===== config.mk =====
export PLATFORM = sky130hd
export DESIGN_NAME = kts_mul
export DESIGN_NICKNAME = d
export VERILOG_FILES = /design/src/hw/rtl/assert_macros.svh /design/src/hw/rtl/kts_pkg.sv /design/src/hw/rtl/kts_mul.sv
export SDC_FILE = /design/constraint.sdc
export NUM_CORES = 2
export LEC_CHECK = 0
export ABC_AREA = 1
export CORE_MARGIN = 5
export CORE_UTILIZATION = 37
export DETAILED_ROUTE_END_ITERATION = 12
export DONT_BUFFER_PORTS = 1
export PLACE_DENSITY_LB_ADDON = 0.2
export SLEW_MARGIN = 0
export SYNTH_ARGS = -nofsm -noshare
export SYNTH_HDL_FRONTEND = slang
export SYNTH_SLANG_ARGS = --single-unit

===== constraint.sdc =====
create_clock -name aclk -period 14.95 [get_ports aclk]
set_clock_uncertainty 0.1 [all_clocks]
set_input_delay 4.485 -clock aclk [delete_from_list [all_inputs] [get_ports aclk]]
set_output_delay 4.485 -clock aclk [all_outputs]
set_load 0.005 [all_outputs]

===== src/hw/rtl/assert_macros.svh =====
// assertion macros included by kalman_trajectory_smoother_unit
// needs a clock named aclk and an active-low reset named aresetn in scope
`ifndef ASSERT_MACROS_SVH
`define ASSERT_MACROS_SVH

// checked only while out of reset
`define KTS_ASSERT(label, expr, msg) \
    label: assert property (@(posedge aclk) disable iff (!aresetn) expr) else $error(msg);

// checked on every edge, reset included
`define KTS_ASSERT_ALWAYS(label, expr, msg) \
    label: assert property (@(posedge aclk) expr) else $error(msg);

`endif


===== src/hw/rtl/kts_pkg.sv =====
// shared constants for the kalman trajectory smoother
// no dependencies
package kts_pkg;

    localparam int DataWidth     = 32;
    localparam int PathWidth     = 48;
    localparam int VarWidth      = 32;
    localparam int GainWidth     = 31;
    localparam int MulWidth      = 32;
    localparam int DivSteps      = 31;
    localparam int CfgIndexWidth = 8;
    localparam int NumAxes       = 3;

    localparam logic [GainWidth-1:0] OneQ30 = GainWidth'(1 << 30);

    // q = 0.004 and r = 0.25 in unsigned q2.30
    localparam logic [VarWidth-1:0] ProcNoiseReset = 32'd4294967;
    localparam logic [VarWidth-1:0] MeasNoiseReset = 32'd268435456;

    localparam logic [CfgIndexWidth-1:0] CFG_PROCESS_NOISE = 8'd0;
    localparam logic [CfgIndexWidth-1:0] CFG_MEASURE_NOISE = 8'd1;

endpackage


===== src/hw/rtl/kts_mul.sv =====
// shared unsigned multiplier with registered product
// depends on kts_pkg
module kts_mul
    import kts_pkg::*;
(
    input  logic                    aclk,
    input  logic [MulWidth-1:0]     op_a,
    input  logic [MulWidth-1:0]     op_b,
    output logic [2*MulWidth-1:0]   product
);

    logic [2*MulWidth-1:0] product_reg;

    always_ff @(posedge aclk) begin
        product_reg <= op_a * op_b;
    end

    assign product = product_reg;

endmodule


* Word level (Yosys, flattened, before mapping)
Cells that the tools add are included.
Widths: inputs -> output; s select.
** Storage, ports and cells
- Flip-flop bits (word level) :: 64
- Input bits :: 65
- Output and inout bits :: 64
- Logic and storage cells :: 2
** Operators by class
- Multiply operators :: 1
** Operators with widths (count)
- $mul 32x32->64 :: 1

* Depth between registers and ports, before layout
- Word-level depth :: 1
- Gate-level depth with buffers :: 30
- Depth with buffers taken out :: 29

* Worst setup path after synthesis
No wires, ideal clock.
- Path kind :: in2reg
- From :: in op_a[25]
- To :: reg product_reg[60], in the netlist product[60]
- Library setup time :: 0.112 ns
- Arrival :: 10.187 ns
- Required time :: 14.738 ns
- Setup slack :: 4.551 ns
- Cell stages on the path :: 26
- Path buffers :: 1
- Path through :: clkbuf_1 > nand2_1 > fa_1 > inv_1 > fa_1 > inv_1 > fa_1 > inv_1 > fa_1 > fa_1 > fa_1 > fa_1 > inv_1 > fa_1 > inv_1 > ha_1 > nand2_1 > nand2_1 > a21oi_1 > nand2_1 > nand2_1 > nand2_1 > a21oi_1 > nand2_1 > nand2_1 > nand2_1
** Between the ends
- Cells in the longest elaborated chain, start to end :: 1
** Ends and longest elaborated chain
- start, declared :: line kts_mul.sv:7 : input logic [MulWidth-1:0] op_a,
- $mul 32x32->64 :: line kts_mul.sv:15 : product_reg <= op_a * op_b;
- end signal, assigned :: line kts_mul.sv:15
- end, declared :: line kts_mul.sv:12 : logic [2*MulWidth-1:0] product_reg;
No other way between the ends.

* Worst setup path after layout
- From :: in op_b[8]
- To :: reg product_reg[26], in the netlist product[26]
** Between the ends
- Cells in the longest elaborated chain, start to end :: 1
** Ends and longest elaborated chain
- start, declared :: line kts_mul.sv:8 : input logic [MulWidth-1:0] op_b,
- $mul 32x32->64 :: line kts_mul.sv:15
No other way between the ends.

==> results.sh <==
export IMPL_status="finished, final reports clean"
export IMPL_cts_resized_gates=0
export IMPL_layout_nets=6066
export IMPL_drt_total_wl_um=107000
export IMPL_cts_tree="done"
export IMPL_worst_slew_pin_transition_ns=0.409
export IMPL_hold_depth=2
export IMPL_placed_area_sq_um=38400
export IMPL_path_clk_slew_ns=0.07
export IMPL_cts_buffer_depth=2
export IMPL_grt_usage=0.206
export IMPL_grt_pass1_vias=30642
export IMPL_clock_fmax_mhz=95.7
export IMPL_avgSynthCellArea_sq_um=7.45
export IMPL_clock_root_buffer="clkbuf_16"
export IMPL_slew_violations=0
export IMPL_ioPinCount=129
export IMPL_coreArea_sq_um=100000
export IMPL_netlist_instances=5023
export IMPL_die_x_um=328
export IMPL_ys_flop_type="dfxtp_1"
export IMPL_rows=116
export IMPL_gp_congestion=0.938
export IMPL_die_h_um=328
export IMPL_cp_max_fo=32
export IMPL_grt_max_degree=33
export IMPL_ys_types=23
export IMPL_drc_errors=0
export IMPL_hold_violations=0
export IMPL_yosysWarnings=0
export IMPL_areaGrowthSynthToFinish_pct=3.39
export IMPL_hpwl_um=89000
export IMPL_worstHoldStart="op_a[0]"
export IMPL_finalSetupViolations=0
export IMPL_setup_tns_ns=0
export IMPL_numPlacedInstances=6188
export IMPL_cp_arrival_ns=10.55
export IMPL_seq_area_frac_synth=0.0343
export IMPL_min_to="product[0]"
export IMPL_rsz0062_at_grt="false"
export IMPL_period_minus_slack_ns=10.45
export IMPL_antenna_cells=0
export IMPL_numCtsBuffers=9
export IMPL_overflow=0
export IMPL_drive_gt1_frac=0.0159
export IMPL_cts_setup_buffers=0
export IMPL_final_common_cell="inv_1"
export IMPL_syn_area_sq_um=37400
export IMPL_postRouteAntennaNets=0
export IMPL_synth_fp_nets=6247
export IMPL_die_area_sq_um=108000
export IMPL_vias=28070
export IMPL_io_buffers=0
export IMPL_cts_hold_buffers=0
export IMPL_largest_reg_flops=64
export IMPL_max_cap_violations=0
export IMPL_critical_path_class="input port to flip-flop"
export IMPL_stdcell_count=6203
export IMPL_dr_pass1_iters=5
export IMPL_crit_path_start_kind="input port"
export IMPL_post_route_period_util=0.699
export IMPL_async_flop_share=0
export IMPL_slew_headroom=0.725
export IMPL_layout_common_cells="inv_1 (1723), nand2_1 (1566), fa_1 (896), ha_1 (263), nor2_1 (81)"
export IMPL_clkSinkCount=64
export IMPL_grt_antenna_before_repair=0
export IMPL_wire_per_inst_um=17.3
export IMPL_final_util=0.386
export IMPL_final_cell_area_sq_um=38700
export IMPL_initial_utilization=0.373
export IMPL_h_tree_depth=3
export IMPL_synth_edf_count=0
export IMPL_grt_pass1_wl_um=174000
export IMPL_crit_required_ns=15.05
export IMPL_drt_iter0_markers=1737
export IMPL_cp_end_kind="flip-flop"
export IMPL_ys_ff_latch=64
export IMPL_holdCritPathClass="input port to flip-flop"
export IMPL_drt_vias_per_instance=4.53
[routing by layer]
layer / up-vias / wire length (um) / track usage
met3: 121 / 5240 / 0.0232
met5: - / 0 / 0
met4: 0 / 2720 / 0.0461
li1: 13245 / - / -
met2: 649 / 53800 / 0.368
met1: 14055 / 45300 / 0.270
[kinds of logic (layout without fill, tap and decap cells)]
family          count (synthesis)  after routing  synth area share
compound gates                 57             57           0.00853
xor+xnor                       35             35           0.00820
fa+ha+maj                    1159           1159             0.568
buf+inv                      1927           1750             0.193
flops                          64             64            0.0343
simple gates                 1781           1781             0.188
[area by class of cell]
cell class | instances | area, sq um
clock inverter | 3 | 42.5
tap | 1357 | 1700
fill | 10606 | 61600
inverter | 1735 | 6510
clock buffer | 12 | 246
sequential | 64 | 1280
multi-input combinational | 3032 | 28900
[how the worst max path moves through the flow]
stage	startpoint	cells after the start	endpoint	slack (ns)
after floorplan	op_a[25]	26	product[60]	4.55
after global placement	op_a[16]	22	product[22]	4.13
after detailed placement	op_a[16]	22	product[22]	4.16
after CTS	op_a[16]	20	product[26]	4.50
after global routing	op_b[5]	22	product[22]	4.15
final	op_b[8]	20	product[26]	4.50
[worst max-delay path, stage by stage]
cell     delay, ns
nand2_1       0.07
inv_1         0.05
fa_1          0.50
fa_1          0.55
inv_1         0.06
fa_1          0.51
fa_1          0.52
inv_1         0.05
fa_1          0.55
fa_1          0.44
fa_1          0.51
fa_1          0.42
ha_1          0.43
nand2_1       0.20
inv_1         0.06
nand2_1       0.06
nand2_1       0.09
a21oi_1       0.29
nand3_2       0.25
xor2_1        0.40
[Yosys cell counts, types with 2 or more instances]
master / number / share of area
a21oi_1: 43 / 0.0058
clkbuf_1: 192 / 0.019
dfxtp_1: 64 / 0.034
fa_1: 896 / 0.48
ha_1: 263 / 0.088
inv_1: 1723 / 0.17
inv_2: 12 / 0.0012
nand2_1: 1566 / 0.16
nand2_2: 15 / 0.0025
nand3_1: 56 / 0.0075
nand3_2: 9 / 0.0024
nand4_1: 16 / 0.0027
nor2_1: 81 / 0.0081
nor2_2: 14 / 0.0023
nor2_4: 6 / 0.0018
nor3_1: 11 / 0.0015
nor3_2: 6 / 0.0016
o21ai_0: 2 / 0.00027
o21bai_1: 11 / 0.0022
xnor2_1: 2 / 0.00047
xor2_1: 33 / 0.0077
[per-stage QoR]
step	hold slack, ns	setup WS (ns)
6_report	4.14	4.50
2_1_floorplan	4.48	4.55
3_5_place_dp	4.50	4.16
5_1_grt	4.17	4.15
4_1_cts	4.13	4.50
3_3_place_gp	4.49	4.13
Power is not shown: default switching activity piles up to over one toggle a cycle in this logic, so the estimate is an artifact.
