[src/hw/rtl/assert_macros.svh]
// assertion macros included by kalman_trajectory_smoother_unit
// needs a clock named aclk and an active-low reset named aresetn in scope
`ifndef ASSERT_MACROS_SVH
`define ASSERT_MACROS_SVH

// checked only while out of reset
`define KTS_ASSERT(label, expr, msg) \
    label: assert property (@(posedge aclk) disable iff (!aresetn) expr) else $error(msg);

// checked on every edge, reset included
`define KTS_ASSERT_ALWAYS(label, expr, msg) \
    label: assert property (@(posedge aclk) expr) else $error(msg);

`endif

[src/hw/rtl/kts_pkg.sv]
// shared constants for the kalman trajectory smoother
// no dependencies
package kts_pkg;

    localparam int DataWidth     = 32;
    localparam int PathWidth     = 48;
    localparam int VarWidth      = 32;
    localparam int GainWidth     = 31;
    localparam int MulWidth      = 32;
    localparam int DivSteps      = 31;
    localparam int CfgIndexWidth = 8;
    localparam int NumAxes       = 3;

    localparam logic [GainWidth-1:0] OneQ30 = GainWidth'(1 << 30);

    // q = 0.004 and r = 0.25 in unsigned q2.30
    localparam logic [VarWidth-1:0] ProcNoiseReset = 32'd4294967;
    localparam logic [VarWidth-1:0] MeasNoiseReset = 32'd268435456;

    localparam logic [CfgIndexWidth-1:0] CFG_PROCESS_NOISE = 8'd0;
    localparam logic [CfgIndexWidth-1:0] CFG_MEASURE_NOISE = 8'd1;

endpackage

[src/hw/rtl/kts_div.sv]
// bit-serial restoring divider for the kalman gain: floor(pp * 2^30 / den)
// depends on kts_pkg
module kts_div
    import kts_pkg::*;
(
    input  logic                  aclk,
    input  logic                  aresetn,
    input  logic                  start,
    input  logic [VarWidth-1:0]   pp,
    input  logic [VarWidth:0]     den,
    output logic                  busy,
    output logic                  done,
    output logic [GainWidth-1:0]  quotient
);

    localparam int CntWidth = $clog2(DivSteps + 1);

    logic                 busy_reg;
    logic                 done_reg;
    logic [CntWidth-1:0]  cnt_reg;
    logic [VarWidth:0]    rem_reg;
    logic [VarWidth:0]    den_reg;
    logic                 bit_reg;
    logic [GainWidth-1:0] quot_reg;

    logic [VarWidth+1:0]  trial;
    logic [VarWidth+1:0]  diff;
    logic                 fits;

    // quotient is below 2^31, so the top bits of pp * 2^30 preload the remainder
    assign trial = {rem_reg, bit_reg};
    assign diff  = trial - {1'b0, den_reg};
    assign fits  = trial >= {1'b0, den_reg};

    always_ff @(posedge aclk) begin
        if (!aresetn) begin
            busy_reg <= 1'b0;
            done_reg <= 1'b0;
            cnt_reg  <= '0;
        end else begin
            done_reg <= 1'b0;
            if (start && !busy_reg) begin
                busy_reg <= 1'b1;
                cnt_reg  <= CntWidth'(DivSteps);
                rem_reg  <= {2'b00, pp[VarWidth-1:1]};
                bit_reg  <= pp[0];
                den_reg  <= den;
                quot_reg <= '0;
            end else if (busy_reg) begin
                rem_reg  <= fits ? diff[VarWidth:0] : trial[VarWidth:0];
                quot_reg <= {quot_reg[GainWidth-2:0], fits};
                bit_reg  <= 1'b0;
                cnt_reg  <= cnt_reg - CntWidth'(1);
                if (cnt_reg == CntWidth'(1)) begin
                    busy_reg <= 1'b0;
                    done_reg <= 1'b1;
                end
            end
        end
    end

    assign busy     = busy_reg;
    assign done     = done_reg;
    assign quotient = quot_reg;

endmodule
[config.mk]
export PLATFORM = sky130hd
export DESIGN_NAME = kts_div
export DESIGN_NICKNAME = d
export VERILOG_FILES = /design/src/hw/rtl/assert_macros.svh /design/src/hw/rtl/kts_pkg.sv /design/src/hw/rtl/kts_div.sv
export SDC_FILE = /design/constraint.sdc
export NUM_CORES = 1
export LEC_CHECK = 0
export BUFFER_PORTS_ARGS = -buffer_cell sky130_fd_sc_hd__buf_2
export CAP_MARGIN = 10
export CORE_MARGIN = 2
export CORE_UTILIZATION = 57
export DETAILED_ROUTE_END_ITERATION = 8
export GPL_ROUTABILITY_DRIVEN = 0
export PLACE_DENSITY = 0.78
export SLEW_MARGIN = 20
export SYNTH_ARGS = -nofsm -noshare
export SYNTH_HDL_FRONTEND = slang
export SYNTH_SLANG_ARGS = --single-unit
[constraint.sdc]
create_clock -name aclk -period 4.74 [get_ports aclk]
set_clock_uncertainty 0.1 [all_clocks]
set_input_delay 0.237 -clock aclk [delete_from_list [all_inputs] [get_ports aclk]]
set_output_delay 0.237 -clock aclk [all_outputs]
set_load 0.05 [all_outputs]
---- Yosys cells after proc, flatten, opt, wreduce, memory -nomap -nowiden ----
Index checks and enable logic that the tools add are counted.
Widths: inputs -> output; s select.
cells by class
  add/sub/neg operators ................... 2
  magnitude comparators ................... 1
  equal/unequal tests ..................... 1
  mux-type cells .......................... 12
  bitwise operators ....................... 2
  reductions and logical operators ........ 6
operators with widths
  cell                 number
  $mux 33              2
  $mux 31              2
  $ge 34x33->1         1
  $sub 33x33->33       1
  $mux 5               2
  $mux 1               6
  $eq 5x1->1 const B   1
  $sub 5x1->5 const B  1
  $reduce_and 2->1     2
  $reduce_or 3->1      1
  $not 1->1            2
  $reduce_bool 2->1    1
  $logic_and 1x1->1    1
  $logic_not 1->1      1
word-level totals
  register bits ........................... 105
  bits of input ports ..................... 68
  output and inout port bits .............. 33
  logic and storage cells ................. 32

---- Logic depth before layout (Yosys ltp) ----
Gate-level depths: netlist of run 1.
  depth in word-level cells ............... 4
  gate-level depth with buffers ........... 14
  mapped depth without buffers ............ 12

---- Worst setup path before layout of run 1 ----
OpenSTA, ideal clock, no wires.
  path kind ............................... register -> register
  start point ............................. register busy_reg (netlist: busy)
  end point ............................... register bit_reg (enable)
  arrival time ............................ 3.590 ns
  data required time ...................... 4.151 ns
  setup slack ............................. 0.561 ns
  stages on the path, launching flop included .. 3
  path buffers ............................ 0
  period minus slack after synthesis ...... 4.179 ns
  cell sequence ........................... dfxtp_1 > nor2_1 > nor2_1
between the ends
  word-level cells in the longest chain between the ends .. 4
RTL lines
  element                          RTL line       source
  from (decl)                      kts_div.sv:18  logic busy_reg;
  from (signal assigned)           kts_div.sv:37  busy_reg <= 1'b0;
  from (signal assigned)           kts_div.sv:43  busy_reg <= 1'b1;
  from (signal assigned)           kts_div.sv:55  busy_reg <= 1'b0;
  $logic_not 1->1                  kts_div.sv:42  if (start && !busy_reg) begin
  $logic_and 1x1->1                kts_div.sv:42
  $reduce_bool 2->1 (no line) (*)  --
  $reduce_and 2->1 (no line) (*)   --
  to (signal assigned)             kts_div.sv:46  bit_reg <= pp[0];
  to (decl)                        kts_div.sv:23  logic bit_reg;
Mark *: on every way between the ends. The rest lies on a longest branch, timed or not.
A chain may end at the register's enable or synchronous reset.

---- Final worst setup path of run 1 ----
  start point ............................. register bit_reg
  end point ............................... register rem_reg[8], data pin
between the ends
  word-level cells in the longest chain between the ends .. 4
  elaborated cells between the ends (all ways) .. 5
  those cells by class .................... 1 x add/sub; 1 x order compare; 3 x mux
RTL lines
  element                                         RTL line                      source
  $sub 33x33->33 or $ge 34x33->1 (tied branches)  kts_div.sv:32, kts_div.sv:33
  $mux 33 (*)                                     kts_div.sv:50                 rem_reg <= fits ? diff[VarWidth:0] : trial[VarWidth:0];
  $mux 33 (*)                                     kts_div.sv:49                 end else if (busy_reg) begin
  $mux 31 (*)                                     kts_div.sv:42
  to (signal assigned)                            kts_div.sv:45                 rem_reg <= {2'b00, pp[VarWidth-1:1]};
  to (signal assigned)                            kts_div.sv:50
  to (decl)                                       kts_div.sv:21                 logic [VarWidth:0] rem_reg;
Mark *: on every way between the ends. The rest lies on a longest branch, timed or not. The select of a mux whose other input is x is not followed.

==> summary.txt, run 1 <==
Finish
  – N_diodes: 0
  – Area delta synth->final: 18.4%
  – Nets: roughly 800
  – Fill cells: just under 800
  – Register Area: roughly 3000 um2
  – Area occupied by multi-input gates: between 2000 and 3000 um2
  – Layout cells sized above 1: 19.8%

Power and ir drop
  – Pwr dens: 344 nW/um2
  – Lkg Pwr: about 3.0 nW
  – Worst vdd ir: between 0.2 and 0.25 mV

Worst setup path
  – Setup Crit Path Kind: flip-flop to flip-flop
  – Worst endpoint data arrival time: approximately 3.7 ns
  – Setup crit start kind: flip-flop
  – Slowest stage delay, CP: between 0.5 and 0.6 ns
  – Worst Path Buf+Inv: 3
  – Reg2Reg Depth: 13
  – Crit path max-delay family: compound AO/OA/AOI/OAI gates
  – Flop-to-flop setup slack: a little over 1 ns
  – CP Max Fanout: 16
  – CP Cell Sequence: inv_1 -> ha_1 -> inv_1 -> fa_1 -> a211oi_1 -> o21ai_1 -> o21ai_0 -> a21oi_1 -> o21ba_1 -> a21oi_4 -> buf_4 -> mux2i_1 -> a21oi_1
  – Worst setup EP type: flip-flop
  – Slowest CP cell: a21oi_4
  – R2r startpoint: bit_reg
  – Worst reg2reg path endpoint: rem_reg[8]
  – Critical Path Stages: 13
  – Worst endpoint required time: between 4 and 5 ns

STA
  – Final hold violation count: 0
  – RSZ-0062 raised after global routing: no
  – Slew @ Worst Pin: around 1.1 ns
  – Highest clock rate: between 200 and 300 MHz
  – Crit share post-route: between 70 and 80%
  – Final Slew Violations: 0
  – Setup TNS: 0 ns
  – Final min period: 3.72 ns
  – Max-slew headroom: roughly 28%
  – Hold Slack: 0.0364 ns
  – Endpoints failing setup: 0

Route
  – Total wire length: around 14000 um
  – DRC: 0
  – Vias/cell: about 5.7
  – DRT iter0 DRCs: 240
  – Pre-antenna DRT Iters: 5
  – Via count: approximately 4800
  – Antenna Nets Post-Route: 0
  – Wire per inst: ~16 um

Floorplan
  – Area of the core: slightly above 10000 um2
  – Starting density of the core: between 50 and 60%
  – Std-Cell Rows: 37
  – Total die area: approximately 12000 um2
  – DIE HEIGHT: 108 um
  – Die Width: 108 um
  – Num ports: just over 100

Synthesis
  – Seq/Total Area, Yosys: slightly above 50%
  – Primary FF master, synth: edfxtp_1
  – Async SR Flop Fraction: 0%
  – Count of cell types in the netlist: 61
  – Synth top area cells: edfxtp_1 48%, ha_1 7.1%, a21oi_1 4.1%
  – Most common cell in the netlist: edfxtp_1
  – Post-synth EDFFs: 98
  – Post-synthesis instance total: roughly 570
  – Syn Nets: 672
  – Post-Syn Area: 6130 um2
  – Synth top area share: 48.0%
  – Commonest cells in the netlist: 98 x edfxtp_1, 50 x a21oi_1, 49 x nor2_1
  – Syn avg cell area: about 11 um2
  – Synthesis-stage register bit count: roughly 110
  – Yosys warnings: 0
  – Synth area leader: edfxtp_1

Clocking
  – H-tree level count: 3
  – Total CTS buffers: 9
  – Worst skew pair latency: about 0.39 ns
  – Setup Buffers After CTS: 0
  – Root buf cell: clkbuf_8
  – CTS sink cnt: 105
  – Hold-fix buffers at CTS: 34
  – CTS clk-pin slew, worst paths: 0.10 ns
  – Clk buf depth: 2
  – Post_cts resized: 0
  – CTS tree: built

Flow run
  – Max cap viols: 0

Global routing
  – Initial antenna violation count: 0
  – Grt total ovfl: 0
  – First-pass GRT wire length: 22000 um
  – Total GRT Usage: about 24%
  – Vias in the first global route: between 4000 and 5000
  – Largest net degree at the start of global routing: 85

Min path
  – Min-Delay Path Class: input pin to flip-flop
  – Hold_sp: pp[0]
  – Hold-critical path depth: 2
  – Hold endpoint: bit_reg

Placement
  – DP HPWL: roughly 9500 um
  – Input/output buffers: 100

Run status
  – Status: complete, no violations
## how the worst max path moves through the flow
stage               startpoint          end
floorplan                 busy      bit_reg
global placement       bit_reg  rem_reg[11]
detailed placement     bit_reg   rem_reg[8]
CTS                    bit_reg   rem_reg[8]
global route           bit_reg   rem_reg[8]
finish                 bit_reg   rem_reg[8]
## per-layer routing
layer	GRT usage [%]	up-vias	routed length (um)	share of wire [%]
li1	-	2337	-	-
met1	33.0	2265	6170	45
met2	39.8	143	6660	49
met3	4.18	21	663	4.8
met4	7.14	0	186	1.4
met5	0	-	0	0
## worst reg2reg max path: stages, from the launching register on
cell,delay [ns]
edfxtp_1,0.37
inv_1,0.09
ha_1,0.16
inv_1,0.05
fa_1,0.42
a211oi_1,0.26
o21ai_1,0.17
o21ai_0,0.23
a21oi_1,0.16
o21ba_1,0.26
a21oi_4,0.52
buf_4,0.34
mux2i_1,0.23
a21oi_1,0.09
## per-stage QoR
stage / setup WS, ns / instance area (um2) / cells / power (mW) / util, %
floorplan: 0.561 / 6130 / 568 / 1.78 / -
global placement: 1.16 / 6730 / 789 / 1.91 / 64.9
detailed placement: 1.02 / 6730 / 789 / 1.94 / 64.9
CTS: 0.991 / 7250 / 839 / 2.49 / 69.9
global route: 0.744 / 7250 / 839 / 2.62 / 69.9
finish: 1.02 / 7250 / 839 / 2.49 / 69.9
## cell families after synthesis
logic type	count (synthesis)	share of synthesized area, %
simple gates	172	14.5
compound gates	136	14.7
flops	105	50.3
buf+inv	65	4.82
fa+ha+maj	36	7.47
xor+xnor	30	4.29
mux	24	3.92
## layout make-up
class	instances	area share, %
sequential	105	42.5
multi-input combinational	398	38.2
inverter	44	2.28
clock inverter	6	0.707
tap	136	2.35
timing repair buffer	140	12.2
clock buffer	10	1.76
## cells in the final DEF (no fill, tap or decap), types with 4 or more instances in the layout
| cell | n |
|---|---|
| buf_4 | 6 |
| ha_1 | 35 |
| xor2_1 | 11 |
| a21oi_1 | 50 |
| and2_1 | 35 |
| nor2_1 | 47 |
| xnor2_1 | 19 |
| dlygate4sd3_1 | 34 |
| o211ai_1 | 4 |
| o21ai_0 | 21 |
| o31ai_1 | 4 |
| mux2i_1 | 24 |
| a21o_1 | 10 |
| buf_2 | 100 |
| nand4_1 | 8 |
| and3_1 | 6 |
| or3_1 | 4 |
| nand3_1 | 12 |
| inv_1 | 44 |
| a31oi_1 | 9 |
| nor3_1 | 10 |
| nand2_1 | 27 |
| dfxtp_1 | 7 |
| clkbuf_8 | 9 |
| nor2b_1 | 4 |
| a221o_1 | 4 |
| a211oi_1 | 6 |
| edfxtp_1 | 98 |
## where the power goes
part           switching (mW)  internal (mW)
clock                   0.340          0.201
combinational           0.470          0.325
sequential             0.0401           1.12
(Power assumes the default switching activity.)
==> run 2, diff against run 1 <==
Settings changed: CORE_UTILIZATION 57 to 52, PLACE_DENSITY 0.78 to 0.74.
Clock period 4.74 ns to 3.4 ns, I/O delays scaled along.
==> run 2 against run 1 <==
Compared with the run above:
- clock power up 96%
- count of clock-buffer cells in the layout unchanged
- wire length rose by 2.3%
- largest cell class unchanged
- via count is 1.0% higher
- non-clock buffer count rose by 9
- sequential cell count unchanged
- total power is 54% higher
- worst setup slack lost 0.81 ns
- die area rose by 9.2%
- final area grew 3.8%
==> summary.txt, run 2 (synthesized netlist as in run 1, its figures left out) <==
Power and ir drop
  – Design Power: 3.83 mW (+54%)
  – Pwr dens: 509 nW/um2 (+48%)
  – Lkg Pwr: 3.11 nW (+3.6%)
  – Worst vdd ir: 0.544 mV (+160%)

Global routing
  – Vias in the first global route: 4697 (+2.2%)
  – Total GRT Usage: 22.0% (-2.2 points)
  – Initial antenna violation count: 0 (unchanged)
  – Grt total ovfl: 0 (unchanged)
  – Largest net degree at the start of global routing: 66 (-22%)
  – First-pass GRT wire length: 22300 um (+1.3%)

Finish
  – Nets: 811 (+1.1%)
  – Most frequent cells in the layout: 100 x buf_2, 98 x edfxtp_1, 50 x a21oi_1
  – Finished Cell Area: 7530 um2 (+3.8%)
  – Layout cells sized above 1: 21.1% (+1.3 points)
  – Commonest non-fill, non-tap cell in the layout: buf_2
  – Non-filler cells, final: 855 (+1.9%)
  – N_diodes: 0 (unchanged)
  – Area delta synth->final: 22.9%

Floorplan
  – DIE HEIGHT: 113 um (+4.5%)
  – Std-Cell Rows: 39 (+5.4%)
  – Starting density of the core: 53.4% (-5.7 points)
  – Area of the core: 11500 um2 (+11%)
  – Num ports: 101 (unchanged)
  – Total die area: 12700 um2 (+9.2%)
  – Die Width: 113 um (+4.5%)

Route
  – DRC: 0 (unchanged)
  – Wire per inst: 16.4 um (+0.36%)
  – DRT iter0 DRCs: 346 (+44%)
  – Antenna Nets Post-Route: 0 (unchanged)
  – Total wire length: 14000 um (+2.3%)
  – Vias/cell: 5.63 (-0.84%)
  – Via count: 4816 (+1.0%)
  – Pre-antenna DRT Iters: 6 (+1)

Worst setup path
  – CP Cell Sequence: inv_1 -> ha_1 -> inv_1 -> fa_2 -> a211oi_2 -> o21ai_2 -> o21ai_2 -> a21oi_1 -> o21ba_1 -> a21oi_4 -> clkbuf_16 -> mux2i_1 -> a21oi_1
  – Worst Path Buf+Inv: 3 (unchanged)
  – Worst endpoint data arrival time: 3.16 ns (-0.56 ns)
  – Slowest stage delay, CP: 0.37 ns (-0.15 ns)
  – Setup crit start kind: flip-flop
  – Slowest CP cell: edfxtp_1
  – Worst setup EP type: flip-flop
  – Crit path max-delay family: compound AO/OA/AOI/OAI gates
  – CP Max Fanout: 7 (-9)
  – Worst endpoint required time: 3.38 ns (-1.37 ns)
  – Setup Crit Path Kind: flip-flop to flip-flop

Placement
  – Placed Instances: 800 (+1.4%)
  – Input/output buffers: 100 (unchanged)
  – Placed cell area: 6780 um2 (+0.76%)
  – DP HPWL: 9530 um (+0.23%)

STA
  – Max-slew headroom: 41.6% (+13 points)
  – Hold Slack: 0.0191 ns (-0.0173 ns)
  – Final Slew Violations: 0 (unchanged)
  – Final min period: 3.19 ns (-0.529 ns)
  – Endpoints failing setup: 0 (unchanged)
  – Slew @ Worst Pin: 0.876 ns (-0.194 ns)
  – Setup TNS: 0 ns (unchanged)
  – Crit share post-route: 93.8% (+15 points)
  – Final hold violation count: 0 (unchanged)
  – RSZ-0062 raised after global routing: no
  – Highest clock rate: 314 MHz (+17%)

Flow run
  – Max cap viols: 0 (unchanged)

Min path
  – Min-Delay Path Class: input pin to flip-flop

Clocking
  – CTS sink cnt: 105 (unchanged)
  – Worst skew pair latency: 0.36 ns (-0.03 ns)
  – CTS tree: built
  – CTS clk-pin slew, worst paths: 0.07 ns (-0.03 ns)
  – Root buf cell: clkbuf_16
  – Setup Buffers After CTS: 0 (unchanged)
  – Clk buf depth: 2 (unchanged)
  – H-tree level count: 3 (unchanged)
  – Total CTS buffers: 9 (unchanged)

Run status
  – Status: complete, no violations
[run 2: cell count changes in the layout (fill, tap and decap cells not counted), moves of 3 or more]
cell,delta
clkbuf_16,+11
inv_6,+3
clkbuf_8,-9
dlygate4sd3_1,+3
[run 2: cell type report]
class | instances | area [um2]
clock inverters | 6 | 71.3
repair buffers | 149 | 1010
flip-flops and latches | 105 | 3080
clock buffers | 10 | 229
well taps | 143 | 179
multi-input cells | 398 | 2790
fillers | 927 | 3940
inverters | 44 | 165
[run 2: worst paths after layout]
| path | start | end | slack, ns | depth (start not counted) |
|---|---|---|---|---|
| worst min register to register | cnt_reg[2] | cnt_reg[2] | 0.41 | 1 |
| worst min-delay path | pp[18] | rem_reg[17] | 0.02 | 2 |
| worst max-delay path | bit_reg | rem_reg[19] | 0.21 | 13 |
| worst max register to register | bit_reg | rem_reg[19] | 0.21 | 13 |
[run 2: per-stage QoR]
| stage | util, % | setup slack (ns) |
|---|---|---|
| finish | 65.6 | 0.212 |
| global route | 65.6 | 0.0535 |
| CTS | 65.0 | 0.0687 |
| detailed placement | 59.2 | 0.0176 |
| global placement | 59.2 | 0.216 |
| floorplan | - | 0.304 |
[run 2: routing by layer]
| layer | vias up | track usage, % | share of wire, % |
|---|---|---|---|
| met5 | - | 0 | 0 |
| met4 | 0 | 5.45 | 1.3 |
| met3 | 22 | 5.62 | 5.6 |
| met2 | 170 | 36.1 | 48 |
| met1 | 2266 | 29.4 | 45 |
| li1 | 2358 | - | - |
[run 2: worst reg2reg max path, cell delays in order (launching register included)]
cell,delay (ns)
edfxtp_1,0.37
inv_1,0.08
ha_1,0.17
inv_1,0.06
fa_2,0.37
a211oi_2,0.24
o21ai_2,0.14
o21ai_2,0.16
a21oi_1,0.13
o21ba_1,0.25
a21oi_4,0.31
clkbuf_16,0.24
mux2i_1,0.19
a21oi_1,0.09
[run 2: repair_timing]
action	CTS	global route
endpoints found under the setup margin	8	29
pin swaps	0	2
hold buffers	37	0
endpoints found under the hold margin	38	0
gates cloned	0	2
resized for setup	1	6
[run 2: report_power, final]
part | internal [mW] | switching (mW) | leakage, nW
registers | 1.56 | 0.0571 | 0.989
logic | 0.490 | 0.672 | 1.98
clock network | 0.579 | 0.477 | 0.140
